`config.mk`:
```
export PLATFORM = sky130hd
export DESIGN_NAME = delta_stream_decoder_checker_top_flat
export DESIGN_NICKNAME = d
export VERILOG_FILES = /design/src/hw/rtl/dsd_pkg.sv /design/src/hw/rtl/dsd_if.sv /design/src/hw/rtl/dsd_front.sv /design/src/hw/rtl/dsd_back.sv /design/src/hw/rtl/delta_stream_decoder_checker_top.sv /design/src/flat_wrapper.sv
export SDC_FILE = /design/constraint.sdc
export NUM_CORES = 2
export LEC_CHECK = 0
export ABC_AREA = 0
export BUFFER_PORTS_ARGS = -buffer_cell sky130_fd_sc_hd__buf_2
export CELL_PAD_IN_SITES_DETAIL_PLACEMENT = 1
export CELL_PAD_IN_SITES_GLOBAL_PLACEMENT = 1
export CORE_AREA = 2 2 305 307
export CTS_CLUSTER_SIZE = 20
export DETAILED_ROUTE_END_ITERATION = 7
export DIE_AREA = 0 0 307 309
export PLACE_DENSITY = 0.86
export SLEW_MARGIN = 30
export SYNTH_ARGS = -nofsm -noshare
export SYNTH_HDL_FRONTEND = slang
export SYNTH_SLANG_ARGS = --single-unit
```
`constraint.sdc`:
```
create_clock -name i_clk -period 15.3 [get_ports i_clk]
set_input_delay 0 -clock i_clk [delete_from_list [all_inputs] [get_ports i_clk]]
set_output_delay 0 -clock i_clk [all_outputs]
set_load 0.02 [all_outputs]
```
`src/hw/rtl/dsd_pkg.sv`:
```
package dsd_pkg;

    typedef enum logic [2:0] {
        PH_MAGIC   = 3'd0,
        PH_HEADER  = 3'd1,
        PH_INSTR   = 3'd2,
        PH_NEWDATA = 3'd3,
        PH_DONE    = 3'd4,
        PH_ERROR   = 3'd5
    } t_phase;

    localparam logic [2:0] KIND_HEADER = 3'd0;
    localparam logic [2:0] KIND_INSTR  = 3'd1;
    localparam logic [2:0] KIND_DATA   = 3'd2;
    localparam logic [2:0] KIND_END    = 3'd3;
    localparam logic [2:0] KIND_ERROR  = 3'd4;

    localparam logic [2:0] ERR_NONE       = 3'd0;
    localparam logic [2:0] ERR_MAGIC      = 3'd1;
    localparam logic [2:0] ERR_HEADER     = 3'd2;
    localparam logic [2:0] ERR_BACKWARD   = 3'd3;
    localparam logic [2:0] ERR_INSTR      = 3'd4;
    localparam logic [2:0] ERR_TARGET     = 3'd5;
    localparam logic [2:0] ERR_EARLY_END  = 3'd6;

    localparam logic [1:0] ACT_SRC_COPY = 2'd0;
    localparam logic [1:0] ACT_TGT_COPY = 2'd1;
    localparam logic [1:0] ACT_NEW_DATA = 2'd2;
    localparam logic [1:0] ACT_INVALID  = 2'd3;

    localparam logic [1:0] MAGIC_LAST = 2'd3;

    typedef struct packed {
        logic       is_end;
        logic [7:0] data;
    } t_item;

    typedef struct packed {
        logic [2:0]  record_kind;
        logic [1:0]  action;
        logic [31:0] op_length;
        logic [31:0] op_offset;
        logic [7:0]  data_out;
        logic [31:0] src_view_offset;
        logic [31:0] src_view_length;
        logic [31:0] tgt_view_length;
        logic [31:0] instr_section_length;
        logic [31:0] new_section_length;
        logic [2:0]  error_code;
        logic        window_end;
    } t_rec;

    function automatic logic [7:0] magic_byte(input logic [1:0] idx);
        logic [7:0] b;
        unique case (idx)
            2'd0:    b = 8'h53;
            2'd1:    b = 8'h56;
            2'd2:    b = 8'h4E;
            default: b = 8'h00;
        endcase
        return b;
    endfunction

endpackage

```
`src/hw/rtl/dsd_if.sv`:
```
interface dsd_in_if;
    logic       valid;
    logic       ready;
    logic       func;
    logic [7:0] in_byte;

    modport source (output valid, output func, output in_byte, input ready);
    modport sink   (input valid, input func, input in_byte, output ready);
endinterface

interface dsd_out_if;
    logic        valid;
    logic        ready;
    logic [2:0]  record_kind;
    logic [1:0]  action;
    logic [31:0] op_length;
    logic [31:0] op_offset;
    logic [7:0]  data_out;
    logic [31:0] src_view_offset;
    logic [31:0] src_view_length;
    logic [31:0] tgt_view_length;
    logic [31:0] instr_section_length;
    logic [31:0] new_section_length;
    logic [2:0]  error_code;
    logic        window_end;

    modport source (
        output valid, output record_kind, output action, output op_length,
        output op_offset, output data_out, output src_view_offset,
        output src_view_length, output tgt_view_length,
        output instr_section_length, output new_section_length,
        output error_code, output window_end, input ready
    );
    modport sink (
        input valid, input record_kind, input action, input op_length,
        input op_offset, input data_out, input src_view_offset,
        input src_view_length, input tgt_view_length,
        input instr_section_length, input new_section_length,
        input error_code, input window_end, output ready
    );
endinterface

```
`src/hw/rtl/dsd_front.sv`:
```
module dsd_front (
    input  logic           i_clk,
    input  logic           i_rst_n,
    dsd_in_if.sink         i_in,
    input  logic           i_pop,
    output logic           o_q_valid,
    output dsd_pkg::t_item o_q_item
);
    import dsd_pkg::*;

    t_item      r_mem [2];
    logic       r_wptr, r_rptr;
    logic [1:0] r_count;
    logic       push, pop;

    assign i_in.ready = (r_count != 2'd2);
    assign push       = i_in.valid && i_in.ready;
    assign pop        = i_pop && (r_count != 2'd0);
    assign o_q_valid  = (r_count != 2'd0);
    assign o_q_item   = r_mem[r_rptr];

    always_ff @(posedge i_clk) begin
        if (push) begin
            r_mem[r_wptr] <= '{is_end: i_in.func, data: i_in.in_byte};
        end
    end

    always_ff @(posedge i_clk) begin
        if (!i_rst_n) begin
            r_wptr  <= 1'b0;
            r_rptr  <= 1'b0;
            r_count <= 2'd0;
        end else begin
            if (push) r_wptr <= ~r_wptr;
            if (pop)  r_rptr <= ~r_rptr;
            r_count <= r_count + {1'b0, push} - {1'b0, pop};
        end
    end

endmodule

```
`src/hw/rtl/dsd_back.sv`:
```
module dsd_back #(
    parameter int VB = 32
) (
    input  logic           i_clk,
    input  logic           i_rst_n,
    input  logic           i_q_valid,
    input  dsd_pkg::t_item i_q_item,
    output logic           o_pop,
    dsd_out_if.source      o_out
);
    import dsd_pkg::*;

    function automatic logic [31:0] lo32(input logic [VB-1:0] x);
        logic [VB+31:0] t;
        t = {32'b0, x};
        return t[31:0];
    endfunction

    t_phase        r_phase, n_phase;
    logic [1:0]    r_mcnt, n_mcnt;
    logic [2:0]    r_field, n_field;
    logic [VB-1:0] r_acc, n_acc;
    logic          r_first, n_first;
    logic [VB-1:0] r_voff, n_voff, r_vlen, n_vlen, r_tlen, n_tlen;
    logic [VB-1:0] r_irem, n_irem, r_ndlen, n_ndlen, r_ndrem, n_ndrem;
    logic [VB-1:0] r_tpos, n_tpos, r_pvoff, n_pvoff, r_pvlen, n_pvlen;
    logic          r_stage, n_stage;
    logic [1:0]    r_pact, n_pact;
    logic [VB-1:0] r_plen, n_plen;

    logic          r_ovalid;
    t_rec          r_rec, s_rec;

    logic          s_emit, s_wend;
    logic [2:0]    s_kind, s_err;
    logic [1:0]    s_act;
    logic [VB-1:0] s_v;

    logic [7:0]    b;
    logic          five, cont, ovf;
    logic [VB-1:0] v;
    logic [VB:0]   sum_new, sum_prev, sum_src, sum_nd;
    logic [VB-1:0] irem_dec, ndrem_dec, tpos_sum, room;

    assign b     = i_q_item.data;
    assign o_pop = i_q_valid && (!r_ovalid || o_out.ready);

    // varint digit: 5 data bits in the first byte of an instruction length
    always_comb begin
        five = (r_phase == PH_INSTR) && !r_stage;
        ovf  = 1'b0;
        if (r_first) begin
            v    = five ? {{(VB-5){1'b0}}, b[4:0]} : {{(VB-7){1'b0}}, b[6:0]};
            cont = five ? b[5] : b[7];
        end else begin
            ovf  = |(r_acc >> (VB - 7));
            v    = {r_acc[VB-8:0], b[6:0]};
            cont = b[7];
        end
    end

    always_comb begin
        sum_new   = {1'b0, r_voff} + {1'b0, r_vlen};
        sum_prev  = {1'b0, r_pvoff} + {1'b0, r_pvlen};
        sum_src   = {1'b0, v} + {1'b0, r_plen};
        sum_nd    = sum_src;
        irem_dec  = r_irem - {{(VB-1){1'b0}}, 1'b1};
        ndrem_dec = r_ndrem - {{(VB-1){1'b0}}, 1'b1};
        tpos_sum  = r_tpos + r_plen;
        room      = r_tlen - r_tpos;
    end

    // next state and record selection for one transaction
    always_comb begin
        n_phase = r_phase; n_mcnt = r_mcnt; n_field = r_field; n_acc = r_acc;
        n_first = r_first; n_voff = r_voff; n_vlen = r_vlen; n_tlen = r_tlen;
        n_irem = r_irem; n_ndlen = r_ndlen; n_ndrem = r_ndrem; n_tpos = r_tpos;
        n_pvoff = r_pvoff; n_pvlen = r_pvlen; n_stage = r_stage;
        n_pact = r_pact; n_plen = r_plen;
        s_emit = 1'b0; s_kind = KIND_ERROR; s_err = ERR_NONE; s_wend = 1'b0;
        s_act = r_pact; s_v = v;

        if (r_phase == PH_DONE || r_phase == PH_ERROR) begin
            // drop
        end else if (i_q_item.is_end) begin
            s_emit = 1'b1;
            if (r_phase == PH_HEADER && r_field == 3'd0 && r_first) begin
                n_phase = PH_DONE;
                s_kind  = KIND_END;
            end else begin
                n_phase = PH_ERROR;
                s_err   = ERR_EARLY_END;
            end
        end else begin
            unique case (r_phase)
                PH_MAGIC: begin
                    if (b != magic_byte(r_mcnt)) begin
                        n_phase = PH_ERROR; s_emit = 1'b1; s_err = ERR_MAGIC;
                    end else begin
                        n_mcnt = r_mcnt + 2'd1;
                        if (r_mcnt == MAGIC_LAST) n_phase = PH_HEADER;
                    end
                end
                PH_HEADER: begin
                    if (ovf) begin
                        n_phase = PH_ERROR; s_emit = 1'b1; s_err = ERR_HEADER;
                    end else begin
                        n_acc   = v;
                        n_first = !cont;
                        if (!cont) begin
                            n_field = r_field + 3'd1;
                            unique case (r_field)
                                3'd0:    n_voff = v;
                                3'd1:    n_vlen = v;
                                3'd2:    n_tlen = v;
                                3'd3:    n_irem = v;
                                default: n_ndlen = v;
                            endcase
                            if (r_field == 3'd4) begin
                                n_field = 3'd0;
                                s_emit  = 1'b1;
                                if (r_voff < r_pvoff || sum_new < sum_prev) begin
                                    n_phase = PH_ERROR; s_err = ERR_BACKWARD;
                                end else if (r_irem == '0 && r_tlen != '0) begin
                                    n_phase = PH_ERROR; s_err = ERR_TARGET;
                                end else begin
                                    s_kind  = KIND_HEADER;
                                    n_pvoff = r_voff;
                                    n_pvlen = r_vlen;
                                    n_tpos  = '0;
                                    n_stage = 1'b0;
                                    n_ndrem = v;
                                    if (r_irem != '0)   n_phase = PH_INSTR;
                                    else if (v != '0)   n_phase = PH_NEWDATA;
                                    else                s_wend  = 1'b1;
                                end
                            end
                        end
                    end
                end
                PH_INSTR: begin
                    n_irem = irem_dec;
                    if (!r_stage && r_first && b[7:6] == ACT_INVALID) begin
                        n_phase = PH_ERROR; s_emit = 1'b1; s_err = ERR_INSTR;
                    end else if (ovf) begin
                        n_phase = PH_ERROR; s_emit = 1'b1; s_err = ERR_INSTR;
                    end else begin
                        if (!r_stage && r_first) n_pact = b[7:6];
                        n_acc   = v;
                        n_first = !cont;
                        if (cont || !r_stage) begin
                            if (!cont) begin
                                n_plen  = v;
                                n_stage = 1'b1;
                            end
                            if (irem_dec == '0) begin
                                n_phase = PH_ERROR; s_emit = 1'b1; s_err = ERR_INSTR;
                            end
                        end else begin
                            n_stage = 1'b0;
                            s_emit  = 1'b1;
                            if (r_plen > room
                                    || (r_pact == ACT_SRC_COPY && sum_src > {1'b0, r_vlen})
                                    || (r_pact == ACT_TGT_COPY && v >= r_tpos)
                                    || (r_pact == ACT_NEW_DATA && sum_nd > {1'b0, r_ndlen}))
                            begin
                                n_phase = PH_ERROR; s_err = ERR_INSTR;
                            end else if (irem_dec == '0 && tpos_sum != r_tlen) begin
                                n_phase = PH_ERROR; s_err = ERR_TARGET;
                            end else begin
                                s_kind = KIND_INSTR;
                                n_tpos = tpos_sum;
                                if (irem_dec == '0) begin
                                    if (r_ndrem != '0) begin
                                        n_phase = PH_NEWDATA;
                                    end else begin
                                        n_phase = PH_HEADER;
                                        s_wend  = 1'b1;
                                    end
                                end
                            end
                        end
                    end
                end
                default: begin
                    s_emit  = 1'b1;
                    s_kind  = KIND_DATA;
                    n_ndrem = ndrem_dec;
                    if (ndrem_dec == '0) begin
                        n_phase = PH_HEADER;
                        s_wend  = 1'b1;
                    end
                end
            endcase
        end
    end

    // record fields; fields outside the record kind stay zero
    always_comb begin
        s_rec             = '0;
        s_rec.record_kind = s_kind;
        s_rec.window_end  = s_wend;
        unique case (s_kind)
            KIND_HEADER: begin
                s_rec.src_view_offset      = lo32(r_voff);
                s_rec.src_view_length      = lo32(r_vlen);
                s_rec.tgt_view_length      = lo32(r_tlen);
                s_rec.instr_section_length = lo32(r_irem);
                s_rec.new_section_length   = lo32(s_v);
            end
            KIND_INSTR: begin
                s_rec.action    = s_act;
                s_rec.op_length = lo32(r_plen);
                s_rec.op_offset = lo32(s_v);
            end
            KIND_DATA: s_rec.data_out = b;
            KIND_ERROR: begin
                s_rec.error_code = s_err;
                s_rec.window_end = 1'b0;
            end
            default: ;
        endcase
    end

    always_ff @(posedge i_clk) begin
        if (!i_rst_n) begin
            r_phase <= PH_MAGIC; r_mcnt <= '0; r_field <= '0; r_acc <= '0;
            r_first <= 1'b1; r_voff <= '0; r_vlen <= '0; r_tlen <= '0;
            r_irem <= '0; r_ndlen <= '0; r_ndrem <= '0; r_tpos <= '0;
            r_pvoff <= '0; r_pvlen <= '0; r_stage <= 1'b0; r_pact <= '0;
            r_plen <= '0; r_ovalid <= 1'b0;
        end else begin
            if (o_pop) begin
                r_phase <= n_phase; r_mcnt <= n_mcnt; r_field <= n_field;
                r_acc <= n_acc; r_first <= n_first; r_voff <= n_voff;
                r_vlen <= n_vlen; r_tlen <= n_tlen; r_irem <= n_irem;
                r_ndlen <= n_ndlen; r_ndrem <= n_ndrem; r_tpos <= n_tpos;
                r_pvoff <= n_pvoff; r_pvlen <= n_pvlen; r_stage <= n_stage;
                r_pact <= n_pact; r_plen <= n_plen;
                r_ovalid <= s_emit;
            end else if (o_out.ready) begin
                r_ovalid <= 1'b0;
            end
        end
    end

    always_ff @(posedge i_clk) begin
        if (o_pop && s_emit) r_rec <= s_rec;
    end

    assign o_out.valid                = r_ovalid;
    assign o_out.record_kind          = r_rec.record_kind;
    assign o_out.action               = r_rec.action;
    assign o_out.op_length            = r_rec.op_length;
    assign o_out.op_offset            = r_rec.op_offset;
    assign o_out.data_out             = r_rec.data_out;
    assign o_out.src_view_offset      = r_rec.src_view_offset;
    assign o_out.src_view_length      = r_rec.src_view_length;
    assign o_out.tgt_view_length      = r_rec.tgt_view_length;
    assign o_out.instr_section_length = r_rec.instr_section_length;
    assign o_out.new_section_length   = r_rec.new_section_length;
    assign o_out.error_code           = r_rec.error_code;
    assign o_out.window_end           = r_rec.window_end;

endmodule

```
`src/hw/rtl/delta_stream_decoder_checker_top.sv`:
```
// Delta stream decoder and checker: takes one stream byte (or an end mark)
// per transaction and emits at most one record per transaction: window
// headers, checked copy/insert instructions, passed-through new-data bytes,
// a clean end or a sticky error. Throughput is one byte per clock cycle,
// sustained while the output is ready; a byte goes through the two-entry
// input queue, its record through the output register; the combinational
// parser step between decodes a varint digit and runs the bound checks.
// After an error or clean end all input is consumed silently until reset.
module delta_stream_decoder_checker_top #(
    parameter int VALUE_BITS = 32
) (
    input  logic      i_clk,
    input  logic      i_rst_n,
    dsd_in_if.sink    i_in,
    dsd_out_if.source o_out
);
    import dsd_pkg::*;

    logic  q_valid, pop;
    t_item q_item;

    dsd_front u_front (
        .i_clk     (i_clk),
        .i_rst_n   (i_rst_n),
        .i_in      (i_in),
        .i_pop     (pop),
        .o_q_valid (q_valid),
        .o_q_item  (q_item)
    );

    dsd_back #(.VB(VALUE_BITS)) u_back (
        .i_clk     (i_clk),
        .i_rst_n   (i_rst_n),
        .i_q_valid (q_valid),
        .i_q_item  (q_item),
        .o_pop     (pop),
        .o_out     (o_out)
    );

endmodule
```
`src/flat_wrapper.sv`:
```
// flat-port wrapper written by rule: the top's interface ports become plain ports
module delta_stream_decoder_checker_top_flat import dsd_pkg::*;
#(
    parameter int VALUE_BITS = 32
)
  (i_clk, i_rst_n, i_in_valid, i_in_func, i_in_in_byte, i_in_ready, o_out_valid, o_out_record_kind, o_out_action, o_out_op_length, o_out_op_offset, o_out_data_out, o_out_src_view_offset, o_out_src_view_length, o_out_tgt_view_length, o_out_instr_section_length, o_out_new_section_length, o_out_error_code, o_out_window_end, o_out_ready);
  dsd_in_if i_in_i ();
  dsd_out_if o_out_i ();
  input  logic i_clk;
  input  logic i_rst_n;
  input wire logic [$bits(i_in_i.valid)-1:0] i_in_valid;
  input wire logic [$bits(i_in_i.func)-1:0] i_in_func;
  input wire logic [$bits(i_in_i.in_byte)-1:0] i_in_in_byte;
  output wire logic [$bits(i_in_i.ready)-1:0] i_in_ready;
  output wire logic [$bits(o_out_i.valid)-1:0] o_out_valid;
  output wire logic [$bits(o_out_i.record_kind)-1:0] o_out_record_kind;
  output wire logic [$bits(o_out_i.action)-1:0] o_out_action;
  output wire logic [$bits(o_out_i.op_length)-1:0] o_out_op_length;
  output wire logic [$bits(o_out_i.op_offset)-1:0] o_out_op_offset;
  output wire logic [$bits(o_out_i.data_out)-1:0] o_out_data_out;
  output wire logic [$bits(o_out_i.src_view_offset)-1:0] o_out_src_view_offset;
  output wire logic [$bits(o_out_i.src_view_length)-1:0] o_out_src_view_length;
  output wire logic [$bits(o_out_i.tgt_view_length)-1:0] o_out_tgt_view_length;
  output wire logic [$bits(o_out_i.instr_section_length)-1:0] o_out_instr_section_length;
  output wire logic [$bits(o_out_i.new_section_length)-1:0] o_out_new_section_length;
  output wire logic [$bits(o_out_i.error_code)-1:0] o_out_error_code;
  output wire logic [$bits(o_out_i.window_end)-1:0] o_out_window_end;
  input wire logic [$bits(o_out_i.ready)-1:0] o_out_ready;
  assign i_in_i.valid = i_in_valid;
  assign i_in_i.func = i_in_func;
  assign i_in_i.in_byte = i_in_in_byte;
  assign i_in_ready = i_in_i.ready;
  assign o_out_valid = o_out_i.valid;
  assign o_out_record_kind = o_out_i.record_kind;
  assign o_out_action = o_out_i.action;
  assign o_out_op_length = o_out_i.op_length;
  assign o_out_op_offset = o_out_i.op_offset;
  assign o_out_data_out = o_out_i.data_out;
  assign o_out_src_view_offset = o_out_i.src_view_offset;
  assign o_out_src_view_length = o_out_i.src_view_length;
  assign o_out_tgt_view_length = o_out_i.tgt_view_length;
  assign o_out_instr_section_length = o_out_i.instr_section_length;
  assign o_out_new_section_length = o_out_i.new_section_length;
  assign o_out_error_code = o_out_i.error_code;
  assign o_out_window_end = o_out_i.window_end;
  assign o_out_i.ready = o_out_ready;
  delta_stream_decoder_checker_top #(.VALUE_BITS(VALUE_BITS)) u_core (.i_clk(i_clk), .i_rst_n(i_rst_n), .i_in(i_in_i), .o_out(o_out_i));
endmodule
```
==> summary.txt <==
Drt
  – Number of DRC markers in iteration 0: 3106
  – Vias: 35984
  – Number of optimization iterations in the first detailed-route pass: 6
  – Remaining antenna violation count: 0
  – Via-to-Cell Ratio: approximately 6.1
  – Routed wirelength normalized by instance count: 25.27 µm
  – Post-route DRC: 0
  – Final wirelength: 149.6 mm

Worst setup path
  – Delay contributed by the slowest stage of the critical path: 0.75 ns
  – Critical path class: reg -> reg
  – Critical path required time: 15.81 ns
  – Startpoint class of the critical path: flop
  – Worst path slowest cell: sky130_fd_sc_hd__dfxtp_1
  – Crit path arrival time: 10.28 ns
  – Crit path capture type: flop
  – Max Fanout on Critical Path: 112
  – Crit path top cell by count: sky130_fd_sc_hd__nand4_1

GRT
  – Number of global-route vias before repair: 36790
  – Residual overflow from global routing: 0
  – Initial antenna violation count: 9
  – Tot GR Track Use: 30.92%
  – Maximum number of pins on one net before global-route repair: 164
  – First-pass GRT wire length: between 200 and 250 mm

Pwr
  – Maximum resistive drop on vdd: 0.09602 mV
  – Switching Power: approximately 2.3 mW
  – Proportion of total power due to net switching: 38.24%
  – Sequential Power Share: 37.8%
  – Leak Pwr: 18.68 nW
  – Internal cell power: 3.788 mW
  – Combinational cell fraction of total power: roughly a third
  – Share of total power in the clock network: 30.8%
  – PD cells: about 140 nW/µm²

Floorplanning
  – Initial standard-cell utilization of the core: 42.71%
  – Ports: 256
  – Height of the chip: 309 µm
  – Row cnt: 111
  – Die extent in x: 307 µm
  – Core footprint: 91390 µm²
  – Overall die area: around 95000 µm²

Clocking
  – Clock latency reported for the late side of the worst-skew pair: 0.66 ns
  – Largest buffer count on any clock path: 3
  – Total clock sinks: 629
  – Clock transition time at the flip-flop clock pins of the worst setup and hold paths: 0.06 ns
  – Total clock buffers created by CTS: 72
  – Post-CTS Setup Inserts: 0
  – Root Driver: sky130_fd_sc_hd__clkbuf_16
  – CTS tree: done
  – Cts-stage hold buffer count: 12
  – Count of H-tree levels built during CTS: 3
  – Gates resized, CTS repair: 0

Min path
  – Path category of the worst min-delay check: in -> reg
  – Start point of the worst hold path: i_in_func

Finish
  – Ratio of cells with drive above 1 in the final layout: between 10% and 20%
  – Final net count: 5058
  – Fillcell total: 10762
  – Area Growth Syn to Fin: 12.95%
  – Post-route core utilization: 48.24%

Yosys
  – Share of synthesized flip-flops with an asynchronous set or reset: 0%
  – Most common library cells after synthesis: sky130_fd_sc_hd__nor2_1 (597), sky130_fd_sc_hd__a21oi_1 (417), sky130_fd_sc_hd__dfxtp_1 (370), sky130_fd_sc_hd__ha_1 (368), sky130_fd_sc_hd__nand2_1 (304)
  – Count of flip-flops with a built-in enable after synthesis: around 260
  – Cells taking the most area after synthesis: sky130_fd_sc_hd__edfxtp_1 (20%), sky130_fd_sc_hd__dfxtp_1 (19%), sky130_fd_sc_hd__ha_1 (12%)
  – Most instantiated flip-flop cell in the synthesis netlist: sky130_fd_sc_hd__dfxtp_1
  – Post-synthesis net count: approximately 4900
  – Sequential area share after synthesis: just under 40%
  – Warning count from the yosys run: 0
  – Yosys reg bits: 629
  – Cell count after synthesis: 4498
  – Number of distinct library cells after synthesis: 93
  – Synthesized area: 39030 µm²
  – Most common cell in the netlist: sky130_fd_sc_hd__nor2_1
  – Mean Syn Cell Area: approximately 8.7 µm²
  – Proportion of netlist area held by the largest area contributor: 19.93%
  – Area leader, netlist: sky130_fd_sc_hd__edfxtp_1

STA
  – Max-slew violation count: 0
  – RSZ-0062 raised after global routing: no
  – Hold violation count in the final report: 0
  – Achievable clock frequency: between 100 and 150 MHz
  – Final critical delay including setup and external delays: 9.763 ns
  – Actual slew at the worst max-slew pin: 1.097 ns
  – Worst relative slew slack: between 20% and 30%
  – Setup TNS after final layout: 0 ns
  – Period Utilization, post-route: a little under two thirds
  – Final clock skew: 0.04267 ns
  – Final Setup Violations: 0

Flow run
  – Max capacitance violation total: 0

Placement
  – Buffers on Ports: 255
  – HPWL after detailed placement: between 100 and 150 mm
  – Final weighted congestion in routability-driven placement: 0.9788

Outcome
  – Status: completed
## critical path, delay by kind of cell, from the launching register on
family,cells,cell delay [ns]
AOI/OAI and AO/OA,11,3.82
xor gates and xnor gates,1,0.11
adders and majority gates,2,0.58
buffers and inverters,2,0.75
DFF,1,0.75
muxes,1,0.69
and+or+nand+nor,11,2.70
## cells by family after synthesis
family,share of synthesized area [%]
buf+inv,4.581
xor+xnor,4.449
mux,1.346
fa+ha+maj,12.05
flops,38.90
simple gates,21.26
compound gates,17.41
## cells in the final DEF, fill, tap and decap left out, drive strengths merged, types with 95 or more instances in the layout
cell	n
edfxtp	259
a21o	95
a21oi	417
ha	368
buf	311
o21ai	234
xnor2	101
nor3	97
inv	228
dfxtp	370
nor2	599
nand3	114
and2	238
nand2	304
## power by group through the flow
stage                     logic, mW  clock network [mW]  registers [mW]
after floorplan               0.846                   0            2.73
after global placement         1.82                   0            2.35
after detailed placement       1.87                   0            2.35
after CTS                      1.89                1.90            2.32
after global routing           2.05                1.96            2.35
final                          1.93                1.89            2.32
## stage by stage
step	instance area [µm²]	hold slack [ns]	setup WS, ns	power [mW]	std cells
after detailed placement	41400	0.1989	5.555	4.224	5772
after CTS	44050	0.03590	5.473	6.120	5918
final	44090	0.08116	5.537	6.133	5921
after floorplan	39040	0.09887	4.835	3.574	4498
after global placement	41380	0.2012	6.033	4.171	5772
after global routing	44080	0.09421	5.002	6.359	5919
## area by class of cell
type	instances	area, µm²	area share [%]
antenna	3	7.507	0.01703
clock buffer	91	1987	4.507
clock inverter	43	545.5	1.237
inverter	226	853.3	1.936
multi-input combinational	3420	22180	50.31
sequential	629	15190	34.45
tap	1186	1484	3.366
timing repair buffer	323	1843	4.181
## final timing paths
kind,endpoint,slack [ns],cells after the start
setup reg to reg,u_core.u_back.o_out.src_view_length[31],5.54,28
hold / removal,u_core.u_front.r_mem[1][8],0.08,2
hold reg to reg,u_core.u_back.r_ndrem[15],0.49,2
setup / recovery,u_core.u_back.o_out.src_view_length[31],5.54,28
## per-layer routing
layer	track usage (%)	wire length, µm	part of all wire, %
met3	6.152	11760	7.9
met4	16.42	8329	5.6
met1	38.87	61650	41
met5	0	57	0.038
met2	50.21	67790	45
(Power assumes the default switching activity.)
